[config.mk]
export PLATFORM = sky130hd
export DESIGN_NAME = ibm_ieee_single_float_converter
export DESIGN_NICKNAME = d
export VERILOG_FILES = /design/src/hdl/ibmfc_pkg.sv /design/src/hdl/ibm_ieee_single_float_converter.sv
export SDC_FILE = /design/constraint.sdc
export NUM_CORES = 1
export LEC_CHECK = 0
export BUFFER_PORTS_ARGS = -buffer_cell sky130_fd_sc_hd__buf_2
export CAP_MARGIN = 20
export CORE_ASPECT_RATIO = 1.1
export CORE_MARGIN = 2
export CORE_UTILIZATION = 55
export CTS_CLUSTER_SIZE = 10
export DETAILED_ROUTE_END_ITERATION = 10
export GPL_ROUTABILITY_DRIVEN = 1
export PLACE_DENSITY = 0.84
export SETUP_SLACK_MARGIN = 0.1
export SYNTH_ARGS = -nofsm -noshare
export SYNTH_HDL_FRONTEND = slang
export SYNTH_SLANG_ARGS = --single-unit
[constraint.sdc]
create_clock -name clk -period 6.9 [get_ports clk]
set_input_delay 1.035 -clock clk [delete_from_list [all_inputs] [get_ports clk]]
set_output_delay 1.035 -clock clk [all_outputs]
set_load 0.01 [all_outputs]
[src/hdl/ibmfc_pkg.sv]
// Shared constants and a helper function for the IBM/IEEE single float converter.
`timescale 1ns / 1ps

package ibmfc_pkg;

    // Conversion direction
    localparam logic MODE_IBM_TO_IEEE = 1'b0;
    localparam logic MODE_IEEE_TO_IBM = 1'b1;

    // Result status codes
    localparam logic [1:0] ST_EXACT     = 2'd0;
    localparam logic [1:0] ST_OVERFLOW  = 2'd1;
    localparam logic [1:0] ST_UNDERFLOW = 2'd2;

    // Format constants
    localparam logic [9:0]  ExpBiasAdj  = 10'd130;
    localparam logic [6:0]  IbmBias     = 7'd64;
    localparam logic [9:0]  IeeeExpMax  = 10'd255;
    localparam logic [30:0] IeeeInfBits = 31'h7F80_0000;

    // Leading-zero count of a 24-bit fraction; zero input gives 0
    function automatic logic [4:0] lzc24(input logic [23:0] f);
        logic [4:0] n;
        logic       found;
        n     = 5'd0;
        found = 1'b0;
        for (int i = 23; i >= 0; i--) begin
            if (!found && f[i]) begin
                n     = 5'(23 - i);
                found = 1'b1;
            end
        end
        return n;
    endfunction

endpackage

[src/hdl/ibm_ieee_single_float_converter.sv]
// Top level: three-stage pipelined IBM hex float <-> IEEE-754 single converter.
//
//   channel | valid     | stall     | payload
//   --------+-----------+-----------+--------------------------
//   input   | in_valid  | in_stall  | mode, word_in
//   output  | out_valid | out_stall | word_out, status
//
// One word per cycle is sustained while out_stall is low. Stage 1 counts leading
// zeros, stage 2 normalizes the fraction and forms both exponents, stage 3
// range-checks and packs the result. Reset clears only the stage valid bits.
// A stall fills bubbles first, then holds every stage; in_stall rises only when
// all three stages are full.
`timescale 1ns / 1ps

module ibm_ieee_single_float_converter
(
    input  logic        clk,
    input  logic        rst_n,
    input  logic        in_valid,
    output logic        in_stall,
    input  logic        mode,
    input  logic [31:0] word_in,
    output logic        out_valid,
    input  logic        out_stall,
    output logic [31:0] word_out,
    output logic [1:0]  status
);

    logic s1_valid_reg, s2_valid_reg, s3_valid_reg;
    logic load1, load2, load3;

    // Stage 1
    logic        s1_mode_reg;
    logic [31:0] s1_word_reg;
    logic [4:0]  s1_lz_reg;

    // Stage 2
    logic              s2_mode_reg, s2_mode_next;
    logic              s2_sign_reg, s2_sign_next;
    logic              s2_fzero_reg, s2_fzero_next;
    logic [22:0]       s2_frac_reg, s2_frac_next;
    logic signed [9:0] s2_exp_reg, s2_exp_next;
    logic [31:0]       s2_ibm_reg, s2_ibm_next;

    // Stage 3
    logic [31:0] word_out_reg, word_out_next;
    logic [1:0]  status_reg, status_next;

    logic [23:0] s1_norm;
    logic [8:0]  s1_t;
    logic [6:0]  s1_ie;
    logic [2:0]  s1_sh;
    logic [23:0] s1_ifr;

    // Advance a stage when it is empty or its contents move on
    assign load3    = !s3_valid_reg || !out_stall;
    assign load2    = !s2_valid_reg || load3;
    assign load1    = !s1_valid_reg || load2;
    assign in_stall = !load1;

    always_ff @(posedge clk or negedge rst_n)
    begin
        if (!rst_n)
        begin
            s1_valid_reg <= 1'b0;
            s2_valid_reg <= 1'b0;
            s3_valid_reg <= 1'b0;
        end
        else
        begin
            if (load1)
                s1_valid_reg <= in_valid;
            if (load2)
                s2_valid_reg <= s1_valid_reg;
            if (load3)
                s3_valid_reg <= s2_valid_reg;
        end
    end

    always_ff @(posedge clk)
    begin
        if (load1)
        begin
            s1_mode_reg <= mode;
            s1_word_reg <= word_in;
            s1_lz_reg   <= ibmfc_pkg::lzc24(word_in[23:0]);
        end
    end

    // Stage 2: normalize IBM fraction, build IBM result for the other direction
    always_comb
    begin
        s1_norm = s1_word_reg[23:0] << s1_lz_reg;
        s1_t    = {1'b0, s1_word_reg[30:23]} + 9'(ibmfc_pkg::ExpBiasAdj);
        s1_ie   = s1_t[8:2] + 7'd1;
        s1_sh   = 3'd4 - {1'b0, s1_t[1:0]};
        s1_ifr  = {1'b1, s1_word_reg[22:0]} >> s1_sh;

        s2_mode_next  = s1_mode_reg;
        s2_sign_next  = s1_word_reg[31];
        s2_fzero_next = (s1_word_reg[23:0] == 24'd0);
        s2_frac_next  = s1_norm[22:0];
        s2_exp_next   = $signed({1'b0, s1_word_reg[30:24], 2'b00})
                        - $signed(ibmfc_pkg::ExpBiasAdj)
                        - $signed({5'd0, s1_lz_reg});
        if (s1_word_reg[30:23] == 8'd0)
            s2_ibm_next = {s1_word_reg[31], ibmfc_pkg::IbmBias, 24'd0};
        else
            s2_ibm_next = {s1_word_reg[31], s1_ie, s1_ifr};
    end

    always_ff @(posedge clk)
    begin
        if (load2)
        begin
            s2_mode_reg  <= s2_mode_next;
            s2_sign_reg  <= s2_sign_next;
            s2_fzero_reg <= s2_fzero_next;
            s2_frac_reg  <= s2_frac_next;
            s2_exp_reg   <= s2_exp_next;
            s2_ibm_reg   <= s2_ibm_next;
        end
    end

    // Stage 3: range check and pack
    always_comb
    begin
        status_next   = ibmfc_pkg::ST_EXACT;
        word_out_next = s2_ibm_reg;
        if (s2_mode_reg == ibmfc_pkg::MODE_IBM_TO_IEEE)
        begin
            priority if (s2_fzero_reg)
                word_out_next = {s2_sign_reg, 31'd0};
            else if (s2_exp_reg >= $signed(ibmfc_pkg::IeeeExpMax))
            begin
                word_out_next = {s2_sign_reg, ibmfc_pkg::IeeeInfBits};
                status_next   = ibmfc_pkg::ST_OVERFLOW;
            end
            else if (s2_exp_reg <= 10'sd0)
            begin
                word_out_next = {s2_sign_reg, 31'd0};
                status_next   = ibmfc_pkg::ST_UNDERFLOW;
            end
            else
                word_out_next = {s2_sign_reg, s2_exp_reg[7:0], s2_frac_reg};
        end
    end

    always_ff @(posedge clk)
    begin
        if (load3)
        begin
            word_out_reg <= word_out_next;
            status_reg   <= status_next;
        end
    end

    assign out_valid = s3_valid_reg;
    assign word_out  = word_out_reg;
    assign status    = status_reg;

endmodule

==> results of run 1 <==
## cell families (layout without fill, tap and decap cells)
| logic type | Yosys count | after routing | synth area share, % |
|---|---|---|---|
| simple gates | 150 | 150 | 9.89 |
| flops | 142 | 142 | 56.9 |
| compound gates | 101 | 101 | 10.0 |
| mux | 70 | 70 | 15.3 |
| buf+inv | 57 | 137 | 3.26 |
| fa+ha+maj | 17 | 17 | 2.95 |
| xor+xnor | 14 | 14 | 1.64 |
| other cells | 1 | 1 | 0.0502 |
## placed cells by master (no fill, tap or decap), drive strengths merged, types with 2 or more instances in the layout
cell type and n:
nand2b 6, a211oi 18, a31oi 5, nor4 13
nand2 30, or2 3, o21ai 12, dfrtp 3
clkbuf 20, mux4 35, nor3 9, o221ai 2
inv 28, mux2i 30, a221o 8, o211ai 2
a21oi 15, or3 2, clkinv 6, o21a 3
a311oi 2, a22o 23, a211o 2, nand3 6
buf 79, edfxtp 139, bufinv 3, nor2 57
ha 16, nand4 4, mux2 5, xor2 4
o21bai 2, xnor2 10, and2 5, nor2b 10
o31ai 4
## power breakdown
part	leakage [nW]	switching (W)	internal (W)	total, W
Clock	0.295	0.000343	0.000581	0.000924
Sequential	1.47	0.0000926	0.00115	0.00124
Combinational	1.59	0.000279	0.000239	0.000518
## worst paths after layout
kind / slack, ns / cells after the start / endpoint / start
worst max-delay path: 3.99 / 7 / s2_exp_reg[6] / s1_lz_reg[1]
worst min-delay path: 0.40 / 1 / out_valid / rst_n
worst max register to register: 3.99 / 7 / s2_exp_reg[6] / s1_lz_reg[1]
worst min register to register: 0.42 / 0 / s2_mode_reg / s1_mode_reg
max in group asynchronous: 6.39 / 1 / s1_valid_reg / rst_n
min in group clk: 0.42 / 0 / s2_mode_reg / s1_mode_reg
## metrics by stage
| stage | setup WS, ns | total power, W | cell area [µm²] | util (%) |
|---|---|---|---|---|
| CTS | 3.97 | 0.00268 | 8550 | 64.7 |
| finish | 3.99 | 0.00268 | 8580 | 64.9 |
| detailed placement | 3.98 | 0.00176 | 7940 | 60.1 |
| floorplan | 3.31 | 0.00160 | 7470 | - |
| global route | 3.83 | 0.00280 | 8580 | 64.9 |
| global placement | 3.99 | 0.00173 | 7940 | 60.1 |
## area by class of cell
type	instances	area [µm²]	area share, %
inverter	26	97.6	1.14
clock buffer	20	447	5.21
tap	161	201	2.35
multi-input combinational	353	2990	34.9
timing repair buffer	79	433	5.05
clock inverter	12	160	1.87
sequential	142	4250	49.5
## critical path, delay by kind of cell, from the launching register on
kind,cells,cell delay [ns]
flops,1,0.99
compound gates,4,0.68
buf+inv,1,0.48
fa+ha+maj,1,0.42
xor+xnor,1,0.09
## layer usage
metal	global-route usage, %	wire length (µm)	share of wire, %
met1	29.0	6030	41
met2	34.0	7280	49
met5	0	0	0
met4	8.58	327	2.2
met3	5.29	1090	7.4
==> impl_metrics.ini, run 1 <==
[global_routing]
grt_overflow = 0
grtUsageTotal_pct = 21.6
antenna_found_initial = 0
grt_pass1_vias = 4726
grt_max_degree = 69
grt_pass1_wl_um = 24100

[run]
cap_violations = 0

[routing]
wire_per_inst_um = 18.6
wl_um = 14700
vias_per_cell = 6.18
drt_iter0_drc = 436
first_pass_iters = 5
drcViolationCount = 0
ant_nets = 0
vias = 4900

[critical_path]
cp-start-kind = flop
critPathSlowestCell = edfxtp_1
critical_path_arrival_ns = 3.07
end_kind = flop
crit_type = reg2reg
max_stage_delay_ns = 0.99
worstPathMaxFanout = 24
crit_chain = clkinv_1 -> ha_1 -> a21o_1 -> a21oi_1 -> o21bai_1 -> a21oi_1 -> xor2_1
required_ns = 7.06
path_common_cell = a21oi_1

[synth]
ys_seq_elements = 142
synth_top_area_share_pct = 55.9
synth_area_leaders = edfxtp_1 (56%), mux4_2 (11%), mux2i_1 (4.0%), nor2_1 (2.9%), a22o_1 (2.7%)
ys_warn_count = 0
synth_most_common_cell = edfxtp_1
synth_flop_cell = edfxtp_1
synth_edf_count = 139
ys_top_cells_by_count = edfxtp_1 (139), nor2_1 (57), mux4_2 (35), mux2i_1 (30), nand2_1 (30)
synth_cell_types = 53
syn_nets = 606
synth_largest_area_cell = edfxtp_1
yosysSeqAreaShare_pct = 56.9
syn_avg_cell_area_um2 = 13.5
synthCells = 552
netlist_area_um2 = 7470
synthArstFlopShare_pct = 2.11

[final_layout]
syn2layout_area_growth_pct = 14.8
drive_gt1_share_pct = 25.2
nets = 673
final_cells = 793
nFillCells = 918
antenna_cells = 0

[place]
dp_hpwl_um = 10500
place_inst = 760
io_buffers = 72
gp_congestion = 0.969

[timing]
hold_viol = 0
fin_crit_ns = 2.91
finalMaxSlewViolations = 0
clock.fmax_ghz = 0.343
rsz0062_at_grt = no
fin_crit_sh_pct = 42.2
finalSetupTns_ns = 0
finalClockSkew_ns = 0.00966
hold_slack_ns = 0.403
setup_violations = 0
slew_headroom_pct = 35.2
tightest_slew_ns = 0.972

[clock_network]
cts_tree = yes
cts_resized = 0
clk_pin_slew_ns = 0.06
root_buffer = clkbuf_16
clkLatencyLatePin_ns = 0.42
cts.path.max_buffers = 2
hold_buffers = 0
post-cts-setup-buffer-count = 0
cts_made_buffers = 17
cts_max_level = 4
clock_sinks = 142

[pwr]
p_leak_nw = 3.35
power.density_nw_per_um2 = 313
peakVddDrop_mv = 0.157

[floorplanning]
std_cell_rows = 44
coreArea_um2 = 13200
num_io_pins = 73
die_h_um = 126
die-width_um = 115
start_util_pct = 56.6
die-area_um2 = 14500

[outcome]
status = finished clean

[hold_path]
hp-class = in2async
Note: power is estimated with default switching activity, not from simulation.
==> run 2, diff against run 1 <==
Settings changed: CORE_UTILIZATION 55 to 54, PLACE_DENSITY 0.84 to 0.86.
Clock period 6.9 ns to 2.6 ns, I/O delays scaled along.
==> impl_metrics.ini, run 2 (synthesis results as in run 1) <==
[pwr]
power_frac_seq_pct = 45.6
intPower_w = 0.00524
p_clk_share_pct = 34.5
combPwrFrac_pct = 19.9
p_leak_nw = 3.39
power.density_nw_per_um2 = 828
netSwitchingFraction_pct = 27.1
peakVddDrop_mv = 0.386
p_switching_w = 0.00195
total_power_w = 0.00718

[timing]
hold_viol = 0
finalSetupTns_ns = 0
rsz0062_at_grt = no
tightest_slew_ns = 0.750
fin_crit_sh_pct = 86.1
setup_violations = 0
slew_headroom_pct = 49.9
fin_crit_ns = 2.24
finalMaxSlewViolations = 0
clock.fmax_ghz = 0.447
finalClockSkew_ns = 0.0100

[clock_network]
cts.path.max_buffers = 2
clkLatencyLatePin_ns = 0.42
cts_tree = yes
clk_pin_slew_ns = 0.06
root_buffer = clkbuf_16
cts_max_level = 4
cts_made_buffers = 17
clock_sinks = 142

[floorplanning]
std_cell_rows = 45
die_h_um = 127
num_io_pins = 73
die-area_um2 = 14800
coreArea_um2 = 13700
die-width_um = 116
start_util_pct = 54.6

[critical_path]
crit_end = s2_exp_reg[6]
cp-start-kind = flop
required_ns = 2.76
reg2reg_setup_slack_ns = 0.36
end_kind = flop
crit_path_start = s1_word_reg[24]
worstPathMaxFanout = 4
r2r_start = s1_word_reg[24]
r2r_end = s2_exp_reg[6]
crit_type = reg2reg
critical_path_arrival_ns = 2.40
reg2reg_depth = 9

[final_layout]
drive_gt1_share_pct = 25.9
fin_area_um2 = 8680
nFillCells = 982
mostFrequentLayoutCells = edfxtp_1 (139), buf_2 (72), nor2_1 (57)
final_core_util_pct = 63.4
layout_commonest_cell = edfxtp_1
nets = 682
antenna_cells = 0
syn2layout_area_growth_pct = 16.1

[routing]
first_pass_iters = 5
drcViolationCount = 0
drt_iter0_drc = 376
ant_nets = 0
wire_per_inst_um = 19.4
wl_um = 16100
vias = 5072
vias_per_cell = 6.12

[outcome]
status = finished clean

[global_routing]
grt_max_degree = 69
grtUsageTotal_pct = 23.0
grt_pass1_wl_um = 25700
grt_pass1_vias = 4850
antenna_found_initial = 1
grt_overflow = 0

[place]
io_buffers = 72
placed_cell_area_um2 = 8060
dp_hpwl_um = 11600
gp_congestion = 0.864

[run]
cap_violations = 0

[hold_path]
hp-class = in2reg
-- run 2: cell count changes in the layout (fill, tap and decap cells not counted) --
| cell | change |
|---|---|
| clkinvlp_4 | +1 |
| buf_12 | +1 |
| buf_16 | -1 |
| buf_4 | +8 |
| clkbuf_1 | +1 |
| dlygate4sd3_1 | +1 |
| clkinv_2 | -2 |
-- run 2: area by class of cell --
class                      instances  area (µm²)  area share (%)
sequential                       142        4250            49.0
multi-input combinational        353        2990            34.5
timing repair buffer              88         495            5.71
clock buffer                      21         450            5.19
tap                              188         235            2.71
clock inverter                    11         158            1.82
inverter                          26        97.6            1.12
-- run 2: metrics by stage --
step	setup WS, ns	hold WS (ns)	std cells
after floorplan	0.219	0.0944	552
final	0.362	0.143	829
after detailed placement	0.383	0.188	796
after global routing	0.222	0.127	829
after CTS	0.374	0.133	829
after global placement	0.481	0.185	796
-- run 2: what timing repair did --
action / in CTS / in global routing
hold buffers: 1 / 0
resized for setup: 0 / 0
hold endpoints to repair: 3 / 0
setup buffers: 0 / 0
-- run 2: metal layers --
layer  track usage [%]  routed length, µm
met4              8.61                446
met1              31.1               6650
met5                 0                 11
met3              5.46               1040
met2              36.5               7920
-- run 2: worst min path at each step --
stage                     cells after the start   startpoint  slack [ns]               to
after global routing                          1  word_in[27]        0.13  s1_word_reg[27]
after global placement                        1        rst_n        0.19     s1_valid_reg
after floorplan                               0        rst_n        0.09        out_valid
after CTS                                     1  word_in[29]        0.13  s1_word_reg[29]
after detailed placement                      1        rst_n        0.19        out_valid
final                                         1  word_in[29]        0.14  s1_word_reg[29]
-- run 2: worst max-delay path, cell delays in order (launching register included) --
cell and delay, ns:
edfxtp_1 0.41, inv_1 0.08, ha_1 0.34, inv_1 0.06
ha_1 0.27, a21o_1 0.16, a21oi_1 0.22, o21bai_1 0.13
a21oi_1 0.21, xor2_1 0.10
-- run 2: power groups by stage --
stage          logic (W)  registers (W)  clock network (W)
5_1_grt          0.00156        0.00332            0.00260
2_1_floorplan   0.000955        0.00330                  0
4_1_cts          0.00142        0.00327            0.00249
3_3_place_gp     0.00136        0.00330                  0
3_5_place_dp     0.00141        0.00332                  0
6_report         0.00143        0.00328            0.00248
